File: src/ssfp_pkg.sv
// Package for the servo status frame parser.
// Holds the parse phase type, result codes and the result beat struct.
// No dependencies.
package ssfp_pkg;

   // Parse phase of the frame parser
   typedef enum logic [2:0] {
      PH_HUNT1  = 3'd0,
      PH_HUNT2  = 3'd1,
      PH_ID     = 3'd2,
      PH_LEN    = 3'd3,
      PH_STATUS = 3'd4,
      PH_PARAM  = 3'd5,
      PH_CHECK  = 3'd6
   } phase_type;

   localparam logic [7:0] HEADER_BYTE = 8'hFF;
   localparam logic [7:0] MIN_LENGTH  = 8'd2;

   // Result item kinds
   localparam logic KIND_PARAM = 1'b0;
   localparam logic KIND_END   = 1'b1;

   // Frame result codes
   localparam logic [1:0] RESULT_GOOD    = 2'd0;
   localparam logic [1:0] RESULT_BAD_SUM = 2'd1;
   localparam logic [1:0] RESULT_BAD_LEN = 2'd2;

   // One result beat
   typedef struct packed {
      logic               item_kind;
      logic [7:0]         servo_id;
      logic [7:0]         status_byte;
      logic [5:0]         param_index;
      logic [7:0]         param_byte;
      logic signed [15:0] pair_word;
      logic [1:0]         frame_result;
   } rsp_type;

endpackage

File: src/ssfp_rsp_fifo.sv
// Two-entry result queue that parts the parser from the result channel.
// Depends on ssfp_pkg for the result beat struct.
module ssfp_rsp_fifo (
   input  logic             clock,
   input  logic             reset,
   input  logic             push,
   input  ssfp_pkg::rsp_type push_data,
   output logic             full,
   output logic             rsp_valid,
   input  logic             rsp_ready,
   output ssfp_pkg::rsp_type rsp_data
);

   ssfp_pkg::rsp_type entry_ff [2];
   logic              wr_ptr_ff;
   logic              wr_ptr_in;
   logic              rd_ptr_ff;
   logic              rd_ptr_in;
   logic [1:0]        count_ff;
   logic [1:0]        count_in;
   logic              pop;

   assign pop       = rsp_valid && rsp_ready;
   assign full      = (count_ff == 2'd2);
   assign rsp_valid = (count_ff != 2'd0);
   assign rsp_data  = entry_ff[rd_ptr_ff];

   // Pointer and fill count update
   always_comb begin
      wr_ptr_in = push ? ~wr_ptr_ff : wr_ptr_ff;
      rd_ptr_in = pop ? ~rd_ptr_ff : rd_ptr_ff;
      count_in  = count_ff;
      if (push && !pop) begin
         count_in = count_ff + 2'd1;
      end else if (pop && !push) begin
         count_in = count_ff - 2'd1;
      end
   end

   always_ff @(posedge clock) begin
      if (reset) begin
         wr_ptr_ff <= 1'b0;
         rd_ptr_ff <= 1'b0;
         count_ff  <= 2'd0;
      end else begin
         wr_ptr_ff <= wr_ptr_in;
         rd_ptr_ff <= rd_ptr_in;
         count_ff  <= count_in;
      end
   end

   // Entry storage, no reset needed
   always_ff @(posedge clock) begin
      if (push) begin
         entry_ff[wr_ptr_ff] <= push_data;
      end
   end

endmodule

File: src/servo_status_frame_parser_core.sv
// Servo status frame parser, top level.
// Depends on ssfp_pkg and ssfp_rsp_fifo.
//
// Usage:
//   req_* carries one received bus byte per beat (req_rx_byte). The parser
//   hunts for the FF FF header, then takes id, length, status, parameter
//   bytes and checksum. Each parameter byte gives one rsp beat with its
//   index, raw value and (from the second byte on) a sign-magnitude word of
//   the previous and this byte. The checksum byte, or a bad length byte,
//   gives an end-of-frame beat with the frame result.
//   Each result goes into the two-entry result queue when its byte is accepted.
//   Throughput: one byte per cycle while the queue is not full; the phase
//   update and 8-bit checksum add sit between the input port and the queue.
//   Reset (synchronous, active high) returns the parser to header hunting
//   and empties the result queue.
//   When the receiver stalls, the queue holds up to two results; req_ready
//   drops only while the queue is full.
module servo_status_frame_parser_core #(
   parameter int MAX_FRAME_BYTES = 64
) (
   input  logic               clock,
   input  logic               reset,
   input  logic               req_valid,
   output logic               req_ready,
   input  logic [7:0]         req_rx_byte,
   output logic               rsp_valid,
   input  logic               rsp_ready,
   output logic               rsp_item_kind,
   output logic [7:0]         rsp_servo_id,
   output logic [7:0]         rsp_status_byte,
   output logic [5:0]         rsp_param_index,
   output logic [7:0]         rsp_param_byte,
   output logic signed [15:0] rsp_pair_word,
   output logic [1:0]         rsp_frame_result
);

   localparam logic [8:0] MaxBytes = 9'(MAX_FRAME_BYTES);

   ssfp_pkg::phase_type phase_ff;
   ssfp_pkg::phase_type phase_in;
   logic [7:0]          frame_id_ff;
   logic [7:0]          frame_id_in;
   logic [7:0]          param_total_ff;
   logic [7:0]          param_total_in;
   logic [7:0]          frame_status_ff;
   logic [7:0]          frame_status_in;
   logic [7:0]          param_count_ff;
   logic [7:0]          param_count_in;
   logic [7:0]          sum_ff;
   logic [7:0]          sum_in;
   logic [7:0]          prev_ff;
   logic [7:0]          prev_in;

   logic                accept;
   logic                fifo_full;
   logic                out_push;
   ssfp_pkg::rsp_type   out_data;
   ssfp_pkg::rsp_type   rsp_data;
   logic                len_bad;
   logic [15:0]         raw_word;
   logic [15:0]         pair_word;

   assign req_ready = !fifo_full;
   assign accept    = req_valid && req_ready;

   // Length check and sign-magnitude conversion
   assign len_bad  = (req_rx_byte < ssfp_pkg::MIN_LENGTH) ||
                     (({1'b0, req_rx_byte} + 9'd2) >= MaxBytes);
   assign raw_word = {req_rx_byte, prev_ff};
   assign pair_word = raw_word[15] ? (16'd0 - {1'b0, raw_word[14:0]}) : raw_word;

   // Next phase and frame registers
   always_comb begin
      phase_in        = phase_ff;
      frame_id_in     = frame_id_ff;
      param_total_in  = param_total_ff;
      frame_status_in = frame_status_ff;
      param_count_in  = param_count_ff;
      sum_in          = sum_ff;
      prev_in         = prev_ff;
      unique case (phase_ff)
         ssfp_pkg::PH_HUNT1: begin
            phase_in = (req_rx_byte == ssfp_pkg::HEADER_BYTE) ?
                       ssfp_pkg::PH_HUNT2 : ssfp_pkg::PH_HUNT1;
         end
         ssfp_pkg::PH_HUNT2: begin
            phase_in = (req_rx_byte == ssfp_pkg::HEADER_BYTE) ?
                       ssfp_pkg::PH_ID : ssfp_pkg::PH_HUNT1;
         end
         ssfp_pkg::PH_ID: begin
            frame_id_in     = req_rx_byte;
            frame_status_in = 8'd0;
            param_count_in  = 8'd0;
            prev_in         = 8'd0;
            sum_in          = req_rx_byte;
            phase_in        = ssfp_pkg::PH_LEN;
         end
         ssfp_pkg::PH_LEN: begin
            if (len_bad) begin
               frame_status_in = 8'd0;
               phase_in        = ssfp_pkg::PH_HUNT1;
            end else begin
               param_total_in = req_rx_byte - ssfp_pkg::MIN_LENGTH;
               sum_in         = sum_ff + req_rx_byte;
               phase_in       = ssfp_pkg::PH_STATUS;
            end
         end
         ssfp_pkg::PH_STATUS: begin
            frame_status_in = req_rx_byte;
            sum_in          = sum_ff + req_rx_byte;
            phase_in        = (param_total_ff == 8'd0) ?
                              ssfp_pkg::PH_CHECK : ssfp_pkg::PH_PARAM;
         end
         ssfp_pkg::PH_PARAM: begin
            sum_in         = sum_ff + req_rx_byte;
            prev_in        = req_rx_byte;
            param_count_in = param_count_ff + 8'd1;
            // last parameter once the updated count reaches the total
            if (param_count_in >= param_total_ff) begin
               phase_in = ssfp_pkg::PH_CHECK;
            end
         end
         ssfp_pkg::PH_CHECK: begin
            phase_in = ssfp_pkg::PH_HUNT1;
         end
         default: begin
            phase_in = ssfp_pkg::PH_HUNT1;
         end
      endcase
   end

   // Result beat for the current byte
   always_comb begin
      out_push              = 1'b0;
      out_data.item_kind    = ssfp_pkg::KIND_END;
      out_data.servo_id     = frame_id_ff;
      out_data.status_byte  = frame_status_ff;
      out_data.param_index  = 6'd0;
      out_data.param_byte   = 8'd0;
      out_data.pair_word    = 16'sd0;
      out_data.frame_result = ssfp_pkg::RESULT_GOOD;
      unique case (phase_ff)
         ssfp_pkg::PH_LEN: begin
            out_push              = accept && len_bad;
            out_data.status_byte  = 8'd0;
            out_data.frame_result = ssfp_pkg::RESULT_BAD_LEN;
         end
         ssfp_pkg::PH_PARAM: begin
            out_push             = accept;
            out_data.item_kind   = ssfp_pkg::KIND_PARAM;
            out_data.param_index = param_count_ff[5:0];
            out_data.param_byte  = req_rx_byte;
            out_data.pair_word   = (param_count_ff != 8'd0) ? $signed(pair_word) : 16'sd0;
         end
         ssfp_pkg::PH_CHECK: begin
            out_push              = accept;
            out_data.frame_result = (req_rx_byte == ~sum_ff) ?
                                    ssfp_pkg::RESULT_GOOD : ssfp_pkg::RESULT_BAD_SUM;
         end
         default: begin
            out_push = 1'b0;
         end
      endcase
   end

   // Parser registers
   always_ff @(posedge clock) begin
      if (reset) begin
         phase_ff        <= ssfp_pkg::PH_HUNT1;
         frame_id_ff     <= 8'd0;
         param_total_ff  <= 8'd0;
         frame_status_ff <= 8'd0;
         param_count_ff  <= 8'd0;
         sum_ff          <= 8'd0;
         prev_ff         <= 8'd0;
      end else if (accept) begin
         phase_ff        <= phase_in;
         frame_id_ff     <= frame_id_in;
         param_total_ff  <= param_total_in;
         frame_status_ff <= frame_status_in;
         param_count_ff  <= param_count_in;
         sum_ff          <= sum_in;
         prev_ff         <= prev_in;
      end
   end

   ssfp_rsp_fifo u_rsp_fifo (
      .clock     (clock),
      .reset     (reset),
      .push      (out_push),
      .push_data (out_data),
      .full      (fifo_full),
      .rsp_valid (rsp_valid),
      .rsp_ready (rsp_ready),
      .rsp_data  (rsp_data)
   );

   assign rsp_item_kind    = rsp_data.item_kind;
   assign rsp_servo_id     = rsp_data.servo_id;
   assign rsp_status_byte  = rsp_data.status_byte;
   assign rsp_param_index  = rsp_data.param_index;
   assign rsp_param_byte   = rsp_data.param_byte;
   assign rsp_pair_word    = rsp_data.pair_word;
   assign rsp_frame_result = rsp_data.frame_result;

endmodule

File: config.mk
export PLATFORM = sky130hd
export DESIGN_NAME = servo_status_frame_parser_core
export DESIGN_NICKNAME = d
export VERILOG_FILES = /design/src/ssfp_pkg.sv /design/src/ssfp_rsp_fifo.sv /design/src/servo_status_frame_parser_core.sv
export SDC_FILE = /design/constraint.sdc
export NUM_CORES = 1
export LEC_CHECK = 0
export BUFFER_PORTS_ARGS = -buffer_cell sky130_fd_sc_hd__buf_2
export CORE_MARGIN = 3
export CORE_UTILIZATION = 60
export CTS_CLUSTER_SIZE = 8
export DETAILED_ROUTE_END_ITERATION = 10
export PLACE_DENSITY = 0.8
export REMOVE_ABC_BUFFERS = 1
export SYNTH_ARGS = -nofsm -noshare
export SYNTH_HDL_FRONTEND = slang
export SYNTH_SLANG_ARGS = --single-unit
File: constraint.sdc
create_clock -name clock -period 5.5 [get_ports clock]
set_clock_uncertainty 0.2 [all_clocks]
set_input_delay 0.825 -clock clock [delete_from_list [all_inputs] [get_ports clock]]
set_output_delay 0.825 -clock clock [all_outputs]
set_load 0.02 [all_outputs]
; ---- After elaboration in Yosys (flattened, before gate mapping)
; Memories as Yosys holds them, arrays and structs flattened. A register that Yosys moved wholly into a read port is not among the register bits.
; Index checks and enable logic that the tools add are counted.
[word_totals]
reg_bits = 55
input_bits = 12
out_inout_bits = 51
word_cells = 88
ramBits = 98
mem_count = 1
[classes]
n_bitwise = 4
n_mux = 26
add_sub_neg = 7
n_lt_le_gt_ge = 3
eq_ne = 12
reduce_logical = 25
[mem_list]
columns = name, depth, word_bits, read_ports, rd_clocked_by_memory_dff, wr, line
row1 = u_rsp_fifo.entry_ff, 2, 49, 1, 1, 1, ssfp_rsp_fifo.sv:14  ; ssfp_pkg::rsp_type entry_ff [2];
[ops]
columns = cell, n
row1 = one-hot mux 8 bit (3 select lines), 2
row2 = 2-to-1 mux 16 bit, 2
row3 = one-hot mux 8 bit (2 select lines), 2
row4 = 2-to-1 mux 30 bit, 1
row5 = 2-to-1 mux 8 bit, 3
row6 = one-hot mux 3 bit (6 select lines), 1
row7 = subtractor 1 x 15 -> 16 bit (first input constant), 1
row8 = adder 8 x 2 -> 9 bit (second input constant), 1
row9 = == test 3 bit (second input constant), 3
row10 = >= comparator 9 x 7 -> 1 bit (second input constant), 1
row11 = AND reduction 3 bit, 3
row12 = adder 8 x 1 -> 8 bit (second input constant), 1
row13 = adder 8 bit, 1
row14 = == test 8 bit, 1
row15 = == test 8 bit (second input constant), 1
row16 = >= comparator 8 bit, 1
row17 = zero test 8 bit, 1
row18 = < comparator 8 x 2 -> 1 bit (second input constant), 1
row19 = 2-to-1 mux 2 bit, 4
row20 = inverter 8 bit, 1
row21 = nonzero test 8 bit, 1
row22 = subtractor 8 x 2 -> 8 bit (second input constant), 1
row23 = 2-to-1 mux 1 bit, 7
row24 = == test 3 x 2 -> 1 bit (second input constant), 2
row25 = other kinds (17), 34

; ---- Depth between registers and ports, before layout
; Gate-level depths: netlist of run 1.
[depth]
depth_word = 9
ltp_mapped = 9
mapped_depth_nobuf = 9

; ---- By module
; Synthesis of run 1 repeated with hierarchy kept, for this count alone.
[hier_totals]
hier_cells = 605
area_unflattened_um2 = 7143.1
[modules_own_cells]
columns = module, area_each_um2, cells_each, instances
row1 = ssfp_rsp_fifo, 3739.8, 174, 1
row2 = servo_status_frame_parser_core, 3403.3, 431, 1

; ---- Worst setup path before layout of run 1
; No wires, ideal clock.
[synth_timing]
path_type = input -> register
start = input port req_rx_byte[3]
end = memory u_rsp_fifo.entry_ff[0][0] (netlist bit) (enable)
required_time_ns = 4.838
n_path_buf = 0
arrival_time_ns = 4.260
setup_ns = 0.462
stages = 5
setup_slack_ns = 0.579
path_cell_list = or3_1 or3_4 a31o_1 a21oi_1 nor2b_1
[synth_between]
elab_chain_cells = 7
[synth_rtl]
columns = element, line
row1 = "start, declared", servo_status_frame_parser_core.sv:25  ; input logic [7:0] req_rx_byte,
row2 = adder 8 x 2 -> 9 bit, servo_status_frame_parser_core.sv:68  ; (({1'b0, req_rx_byte} + 9'd2) >= MaxBytes);
row3 = >= comparator 9 x 7 -> 1 bit, servo_status_frame_parser_core.sv:68
row4 = logical OR 1 bit (*), servo_status_frame_parser_core.sv:67  ; assign len_bad = (req_rx_byte < ssfp_pkg::MIN_LENGTH) ||
row5 = logical AND 1 bit (*), servo_status_frame_parser_core.sv:144  ; out_push = accept && len_bad;
row6 = one-hot mux 1 bit (2 select lines) (*), servo_status_frame_parser_core.sv:142  ; unique case (phase_ff)
row7 = via out_push, servo_status_frame_parser_core.sv:56  ; logic out_push;
row8 = 2-to-1 mux 1 bit (*), ssfp_rsp_fifo.sv:54  ; if (push) begin
row9 = 2-to-1 mux 1 bit (implied by the code) (*), ssfp_rsp_fifo.sv:55  ; entry_ff[wr_ptr_ff] <= push_data;
row10 = "end, declared", ssfp_rsp_fifo.sv:14
; Mark *: on every way through the listed nets, which the timed path passes. The rest lies on a longest branch.

; ---- Final worst setup path of run 1
[layout_timing]
start = input port req_rx_byte[3]
end = memory u_rsp_fifo.entry_ff[1][19] (netlist bit) (enable)
; Same word-level chain as after synthesis.

==> results of run 1 <==
Yosys cell counts, types with 3 or more instances:
cell      number
a211oi_1       8
xor2_1        21
dfxtp_1       56
mux2_2        49
mux2i_1       12
or3_1          4
or2_2          3
and2_1        22
a22oi_1       23
nand2_1       30
a21o_1         5
buf_2          7
nor2b_1        5
nor3_1        14
nand2b_1       5
a21oi_1       14
o21ai_0        8
inv_1         19
clkbuf_1      20
ha_1          22
xnor2_1       12
nor2_1        87
o21a_1         3
buf_1          4
a311oi_2       4
nand3_1        7
edfxtp_1      98
area by class of cell:
cell class / count / area [um^2] / share of cell area [%]
well taps: 143 / 179 / 2.21
clock inverters: 9 / 72.6 / 0.898
repair buffers: 68 / 355 / 4.39
inverters: 20 / 75.1 / 0.929
clock buffers: 23 / 478 / 5.91
multi-input cells: 396 / 2860 / 35.4
flip-flops and latches: 154 / 4070 / 50.3
final timing paths:
check,end,slack [ps],cells after the start,from
worst min-delay path,u_rsp_fifo.entry_ff[0][42],250,0,frame_id_ff[2]
worst min register to register,u_rsp_fifo.entry_ff[0][42],250,0,frame_id_ff[2]
worst max register to register,u_rsp_fifo.entry_ff[1][19],2000,6,phase_ff[0]
worst max-delay path,u_rsp_fifo.entry_ff[1][19],1930,7,req_rx_byte[3]
cell families (layout without fill, tap and decap cells):
| group | count (synthesis) | count (layout) | synth area share, % |
|---|---|---|---|
| flip-flops | 154 | 154 | 56.9 |
| buffers and inverters | 54 | 120 | 3.22 |
| AO/OA/AOI/OAI | 90 | 90 | 9.79 |
| XOR/XNOR | 33 | 33 | 4.04 |
| adder cells (fa/ha/maj) | 23 | 23 | 4.13 |
| multiplexers | 61 | 61 | 9.40 |
| AND/OR/NAND/NOR | 189 | 189 | 12.5 |
per-layer routing:
layer / wire [um] / up-vias
li1: - / 2284
met1: 6260 / 2352
met2: 7220 / 154
met3: 877 / 20
met4: 236 / 0
met5: 0 / -
worst max-delay path, delay by kind of cell:
| family | cells | cell delay [ps] |
|---|---|---|
| buf+inv | 2 | 680 |
| compound gates | 2 | 520 |
| simple gates | 3 | 1380 |
registers in the layout (all words and copies together) (netlist names), named ones only:
signal / flops
u_rsp_fifo.count_ff: 2
frame_id_ff: 8
sum_ff: 8
prev_ff: 8
frame_status_ff: 8
phase_ff: 3
u_rsp_fifo.entry_ff: 98
param_count_ff: 8
u_rsp_fifo.rd_ptr_ff: 1
u_rsp_fifo.wr_ptr_ff: 1
param_total_ff: 8
per-stage QoR:
step           power (W)  cells  setup WS [ps]  hold WS, ps
6_report         0.00258    813           1930          253
4_1_cts          0.00259    813           1960          253
2_1_floorplan    0.00144    570            579          225
5_1_grt          0.00267    813           1750          266
3_5_place_dp     0.00153    781           1510          239
3_3_place_gp     0.00152    781           1600          230
power groups by stage:
stage	Sequential (W)	Clock, W	Combinational, W
final	0.00125	0.00108	0.000256
after global routing	0.00125	0.00114	0.000280
after CTS	0.00125	0.00109	0.000258
after detailed placement	0.00127	0	0.000255
after global placement	0.00127	0	0.000250
after floorplan	0.00128	0	0.000160
==> results.ini, run 1 <==
[routing]
vias=4810
drc=0
ant_nets=0
vias_per_cell=5.92
wl_um=14600
drt_first_pass_iters=5
drt_iter0_drc=454
wl_per_cell_um=18.0

[job]
maxCapViolations=0

[synth]
syn_inst=604
synth.distinct_cells=63
yosysWarnings=0
syn_area_mm2=0.00715
synth-main-ff-cell=edfxtp_1
synth_top_area_cell=edfxtp_1
ys_seq_area_share_pct=56.9
synthTopCellsByArea=edfxtp_1, dfxtp_1, mux2_2
synth_edf_count=98
synth_top_area_share_pct=41.2
async_flop_share_pct=0
ys_ff_latch=154
syn_area_per_cell_um2=11.8

[setup_path]
critical_path.slowest_cell=and2_2
worstPathArrival_ps=3440
cp-end-kind=register
crit_path_max_incr_delay_ps=530
cp.required_ps=5370
worstSetupPathType=primary input to register
crit_fanout=31
start_kind=primary input
path_cells=buf_2 -> or3_1 -> or3_4 -> a31o_1 -> a21oi_1 -> and2_2 -> buf_4

[floorplan]
dieArea_mm2=0.0133
start_util_pct=62.0
num_io_pins=63
die_h_um=115
chipWidth_um=115
core_area_mm2=0.0115
row_count=39

[layout]
nets=692
drive_above_1_share_pct=24.2
antenna_cells=0
fillers=844
mostFrequentLayoutCell=edfxtp_1
area_delta_synth_final_pct=13.2
fin_util_pct=70.2
final_area_mm2=0.00809
final_cell_mix=edfxtp_1, nor2_1, buf_2, dfxtp_1, mux2_2

[clocking]
numCtsBuffers=17
cts_hold_buf=0
clkTransAtPathRegs_ps=50
cts.path.max_buffers=2
clk_latency_ps=420
postCtsSetupBuffers=0
cts-root-buf=clkbuf_16
clock-sinks=154
post_cts_resize_count=0
tritoncts=yes
htreeDepth=4

[sta]
finalHoldViolations=0
relSlewSlack_pct=12.9
rsz0062_at_grt=no
worst_slew_pin_slew_ps=1300
slew_violations=0
max_freq_mhz=280
finalCriticalPeriod_ps=3570
finalSetupTns_ps=0
setup_viol=0
finalCritPeriodShare_pct=64.9

[pwr]
p_seq_share_pct=48.3
ir_drop_uv=190
p_comb_share_pct=9.9
switching_share_pct=23.1
clkPwrFrac_pct=41.8
p_per_area_mw_per_mm2=319
p_sw_w=0.000595
p_int_w=0.00198
p_leak_nw=2.99

[global_route]
grt_use_met2_pct=38.0
met3_usage_pct=5.21
grt-ovfl-total=0
grt-busiest-layer=met2
grt_pass1_vias=4705
grtUsageTotal_pct=23.3
grt_pass1_wl_um=23900
grt_max_degree=58
use_met1_pct=30.6
antenna_found_initial=0

[placement]
gp_congestion=0.823
place_area_mm2=0.00753
hpwlAfterDp_um=9110
io_buffers=62

[hold_path]
hold_path_class=register to register

[run_status]
status=finished clean

Note: power is estimated with default switching activity, not from simulation.
==> run 2, diff against run 1 <==
--- a/config.mk
+++ b/config.mk
@@ -7,10 +7,10 @@
 export LEC_CHECK = 0
 export BUFFER_PORTS_ARGS = -buffer_cell sky130_fd_sc_hd__buf_2
 export CORE_MARGIN = 3
-export CORE_UTILIZATION = 60
+export CORE_UTILIZATION = 54
 export CTS_CLUSTER_SIZE = 8
 export DETAILED_ROUTE_END_ITERATION = 10
-export PLACE_DENSITY = 0.8
+export PLACE_DENSITY = 0.76
 export REMOVE_ABC_BUFFERS = 1
 export SYNTH_ARGS = -nofsm -noshare
 export SYNTH_HDL_FRONTEND = slang
==> constraint.sdc (replaced) <==
create_clock -name clock -period 2.9 [get_ports clock]
set_clock_uncertainty 0.2 [all_clocks]
set_input_delay 0.435 -clock clock [delete_from_list [all_inputs] [get_ports clock]]
set_output_delay 0.435 -clock clock [all_outputs]
set_load 0.02 [all_outputs]
==> results.ini, run 2 (synthesis results as in run 1) <==
[floorplan]
start_util_pct=55.9  ; was 62.0%
dieArea_mm2=0.0146  ; was 0.0133 mm^2
core_area_mm2=0.0128  ; was 0.0115 mm^2
num_io_pins=63  ; unchanged
row_count=41  ; was 39
chipWidth_um=121  ; was 115 um
die_h_um=121  ; was 115 um

[clocking]
postCtsSetupBuffers=0  ; unchanged
clkTransAtPathRegs_ps=60  ; was 50 ps
clock-sinks=154  ; unchanged
htreeDepth=4  ; unchanged
cts.path.max_buffers=2  ; unchanged
numCtsBuffers=17  ; unchanged
clk_latency_ps=420  ; about the same
cts-root-buf=clkbuf_16  ; unchanged
tritoncts=yes  ; unchanged

[job]
maxCapViolations=0  ; unchanged

[layout]
fin_util_pct=65.9  ; was 70.2%
nets=718  ; was 692
final_area_mm2=0.00842  ; was 0.00809 mm^2
largest_register=u_rsp_fifo.entry_ff  ; unchanged
drive_above_1_share_pct=27.7  ; was 24.2%
final_cell_mix=edfxtp_1, nor2_1, buf_2, dfxtp_1, mux2_2  ; unchanged
mostFrequentLayoutCell=edfxtp_1  ; unchanged
antenna_cells=0  ; unchanged
area_delta_synth_final_pct=17.8  ; was 13.2%
largest_register_ffs=98  ; unchanged

[sta]
setup_viol=0  ; unchanged
finalCriticalPeriod_ps=2650
relSlewSlack_pct=55.5  ; was 12.9%
whs_ps=145  ; was 253 ps
finalHoldViolations=0  ; unchanged
finalCritPeriodShare_pct=91.5
rsz0062_at_grt=no  ; unchanged
finalSetupTns_ps=0  ; unchanged
slew_violations=0  ; unchanged
max_freq_mhz=377
worst_slew_pin_slew_ps=663  ; was 1300 ps

[routing]
wl_per_cell_um=17.5  ; was 18.0 um
drt_iter0_drc=318  ; was 454
wl_um=15200  ; was 14600 um
drt_first_pass_iters=5  ; unchanged
drc=0  ; unchanged
ant_nets=0  ; unchanged
vias=4881  ; was 4810
vias_per_cell=5.62  ; was 5.92

[global_route]
grt_pass1_vias=4832  ; was 4705
grt_pass1_wl_um=24600  ; was 23900 um
antenna_found_initial=0  ; unchanged
grtUsageTotal_pct=21.7  ; was 23.3%
grt-ovfl-total=0  ; unchanged
grt_max_degree=50  ; was 58

[pwr]
p_sw_w=0.00116  ; was 0.000595 W
p_int_w=0.00392  ; was 0.00198 W
p_comb_share_pct=10.3  ; was 9.9%
p_seq_share_pct=46.4  ; was 48.3%
switching_share_pct=22.8  ; was 23.1%
p_leak_nw=3.15  ; was 2.99 nW
clkPwrFrac_pct=43.3  ; was 41.8%
p_per_area_mw_per_mm2=604  ; was 319 mW/mm^2
p_total_w=0.00508  ; was 0.00258 W
ir_drop_uv=381  ; was 190 uV

[placement]
gp_congestion=0.938  ; was 0.823
place_area_mm2=0.00782  ; was 0.00753 mm^2
hpwlAfterDp_um=10300  ; was 9110 um
io_buffers=62  ; unchanged

[run_status]
status=finished clean  ; unchanged

[hold_path]
hold_path_class=primary input to register  ; was register to register

[setup_path]
worstSetupPathType=register to register  ; was primary input to register
cp.required_ps=3020  ; was 5370 ps
cp-end-kind=register  ; unchanged
worstPathArrival_ps=2770  ; was 3440 ps
start_kind=register  ; was primary input
crit_fanout=7  ; was 31

## run 2: changes by cell type in the layout (fill, tap and decap cells not counted), sizes merged
cell      before  now
clkinv         7    6
clkinvlp       1    3
bufinv         1    3
buf           68   94
clkbuf        23   20
## run 2: power by group through the flow
stage | sequential [W] | clock, W | combinational [W]
global placement | 0.00240 | 0 | 0.000514
detailed placement | 0.00241 | 0 | 0.000524
floorplan | 0.00244 | 0 | 0.000303
global route | 0.00236 | 0.00231 | 0.000569
CTS | 0.00236 | 0.00223 | 0.000528
finish | 0.00236 | 0.00220 | 0.000523
## run 2: critical path: stages (launching register included)
cell      delay [ps]
dfxtp_1          470
nand3_1          140
nor3_1           300
nand3_1          150
xnor2_1          220
ha_1             290
a211oi_2         330
o211a_1          230
nor3_1            60
o21ba_1          170
## run 2: final timing paths
kind                           from                    endpoint  slack [ps]  cells after the start
setup / recovery  param_count_ff[2]                 phase_ff[0]         250                      9
hold / removal       req_rx_byte[1]           param_total_ff[1]         140                      2
setup reg to reg  param_count_ff[2]                 phase_ff[0]         250                      9
hold reg to reg      frame_id_ff[2]  u_rsp_fifo.entry_ff[1][42]         260                      0
## run 2: stage by stage
step | worst slack (ps) | instances
3_5_place_dp | 72.0 | 836
5_1_grt | 91.4 | 868
6_report | 246 | 868
4_1_cts | 160 | 868
2_1_floorplan | -1630 | 570
3_3_place_gp | 179 | 836
## run 2: cell type report
cell class	instances	area [um^2]
fillers	940	4360
flip-flops and latches	154	4070
multi-input cells	396	2870
repair buffers	94	601
clock buffers	20	447
well taps	172	215
clock inverters	12	150
inverters	20	75.1
## run 2: what timing repair did
item,4_1_cts,5_1_grt
resized for setup,0,1
setup endpoints to repair,0,2
hold buffers,0,0
## run 2: per-layer routing
metal | global-route usage (%) | vias up | share of wire [%]
met3 | 4.43 | 26 | 5.5
met2 | 36.0 | 159 | 49
met5 | 0 | - | 0
met1 | 27.8 | 2356 | 43
met4 | 9.07 | 0 | 2.2
li1 | - | 2340 | -
==> run 3, diff against run 2 <==
--- a/config.mk
+++ b/config.mk
@@ -7,10 +7,10 @@
 export LEC_CHECK = 0
 export BUFFER_PORTS_ARGS = -buffer_cell sky130_fd_sc_hd__buf_2
 export CORE_MARGIN = 3
-export CORE_UTILIZATION = 54
+export CORE_UTILIZATION = 45
 export CTS_CLUSTER_SIZE = 8
 export DETAILED_ROUTE_END_ITERATION = 10
-export PLACE_DENSITY = 0.76
+export PLACE_DENSITY = 0.65
 export REMOVE_ABC_BUFFERS = 1
 export SYNTH_ARGS = -nofsm -noshare
 export SYNTH_HDL_FRONTEND = slang
==> constraint.sdc (replaced) <==
create_clock -name clock -period 2.9 [get_ports clock]
set_clock_uncertainty 0.2 [all_clocks]
set_input_delay 0.145 -clock clock [delete_from_list [all_inputs] [get_ports clock]]
set_output_delay 0.145 -clock clock [all_outputs]
set_load 0.02 [all_outputs]
==> results.ini, run 3 (synthesis results as in run 1) <==
[routing]
wl_per_cell_um=17.1  ; was 17.5 um
vias=4872  ; was 4881
ant_nets=0  ; unchanged
vias_per_cell=5.40  ; was 5.62
drt_first_pass_iters=4  ; was 5
drt_iter0_drc=433  ; was 318
wl_um=15500  ; was 15200 um
drc=0  ; unchanged

[layout]
largest_register=u_rsp_fifo.entry_ff  ; unchanged
drive_above_1_share_pct=26.3  ; was 27.7%
stdcell_count=903  ; was 868
largest_register_ffs=98  ; unchanged
mostFrequentLayoutCell=edfxtp_1  ; unchanged
antenna_cells=0  ; unchanged
fillers=1344  ; was 940
nets=714  ; was 718
fin_util_pct=54.5  ; was 65.9%
area_delta_synth_final_pct=17.2  ; was 17.8%
final_cell_mix=edfxtp_1, nor2_1, buf_2, dfxtp_1, mux2_2  ; unchanged

[global_route]
grt_max_degree=50  ; unchanged
grt-ovfl-total=0  ; unchanged
grt_pass1_vias=4938  ; was 4832
grtUsageTotal_pct=18.1  ; was 21.7%
grt_pass1_wl_um=25100  ; was 24600 um
antenna_found_initial=0  ; unchanged

[pwr]
p_leak_nw=3.11  ; was 3.15 nW
ir_drop_uv=381  ; about the same
p_per_area_mw_per_mm2=587  ; was 604 mW/mm^2

[setup_path]
cp.required_ps=2960  ; was 3020 ps
worstSetupPathType=register to register  ; unchanged
worstPathArrival_ps=2770  ; about the same
crit_fanout=7  ; unchanged
cp-end-kind=register  ; unchanged
start_kind=register  ; unchanged

[sta]
slew_violations=0  ; unchanged
setup_viol=0  ; unchanged
relSlewSlack_pct=39.5  ; was 55.5%
worst_slew_pin_slew_ps=908  ; was 663 ps
setup_slack_ps=194  ; was 246 ps
finalHoldViolations=0  ; unchanged
finalSetupTns_ps=0  ; unchanged
finalCritPeriodShare_pct=93.3  ; was 91.5%
max_freq_mhz=370  ; was 377 MHz
finalCriticalPeriod_ps=2710  ; was 2650 ps
whs_ps=40.6  ; was 145 ps
rsz0062_at_grt=no  ; unchanged

[floorplan]
core_area_mm2=0.0154  ; was 0.0128 mm^2
start_util_pct=46.5  ; was 55.9%
dieArea_mm2=0.0174  ; was 0.0146 mm^2
num_io_pins=63  ; unchanged
die_h_um=132  ; was 121 um
chipWidth_um=132  ; was 121 um
row_count=45  ; was 41

[clocking]
numCtsBuffers=17  ; unchanged
tritoncts=yes  ; unchanged
htreeDepth=4  ; unchanged
cts.path.max_buffers=2  ; unchanged
clock-sinks=154  ; unchanged
clk_latency_ps=420  ; about the same
clkTransAtPathRegs_ps=60  ; about the same
cts-root-buf=clkbuf_16  ; unchanged

[placement]
io_buffers=62  ; unchanged
pre_cts_ws_ps=110  ; was 72.0 ps
place_inst=868  ; was 836
hpwlAfterDp_um=10400  ; was 10300 um
gp_congestion=0.871  ; was 0.938

[hold_path]
hold_path_class=primary input to register  ; unchanged

[job]
maxCapViolations=0  ; unchanged

[run_status]
status=finished clean  ; unchanged

==> run 3: worst max-delay path, stage by stage, from the launching register on <==
cell and delay [ps]:
dfxtp_1 470, nand3_1 150, nor3_1 280, nand3_1 150
xnor2_1 220, ha_1 290, a211oi_2 350, o211ai_1 190
a21oi_1 180, nor3_1 70
==> run 3: area by class of cell <==
cell class	instances	area, um^2	share of cell area (%)
clock inverters	8	71.3	0.851
flip-flops and latches	154	4070	48.5
repair buffers	90	566	6.75
clock buffers	24	472	5.63
well taps	211	264	3.15
multi-input cells	396	2870	34.2
inverters	20	75.1	0.896
==> run 3: routing by layer <==
layer	global-route usage [%]	vias up	part of all wire, %
li1	-	2329	-
met1	22.7	2372	44
met2	30.1	135	48
met3	3.55	36	4.7
met4	9.10	0	2.9
met5	0	-	0
==> run 3: power by group <==
part           switching [W]  internal, W
Sequential         0.0000396      0.00234
Clock               0.000818      0.00122
Combinational       0.000294     0.000209
==> run 3: final timing paths <==
path | startpoint | endpoint | slack (ps) | cells past startpoint
worst min register to register | frame_id_ff[3] | u_rsp_fifo.entry_ff[0][43] | 260 | 0
worst min-delay path | req_rx_byte[4] | frame_status_ff[4] | 40 | 4
worst max-delay path | param_count_ff[2] | phase_ff[1] | 190 | 9
worst max register to register | param_count_ff[2] | phase_ff[1] | 190 | 9
==> run 3: through the flow <==
stage,total power (W),area [um^2]
5_1_grt,0.00509,8380
3_3_place_gp,0.00292,7800
6_report,0.00492,8380
2_1_floorplan,0.00274,6990
3_5_place_dp,0.00293,7800
4_1_cts,0.00497,8370
==> run 3: what timing repair did <==
action | CTS | global route
setup endpoints to repair | 0 | 2
hold buffers | 3 | 0
hold endpoints to repair | 7 | 0
resized for setup | 0 | 1
buffers inserted | 0 | 0
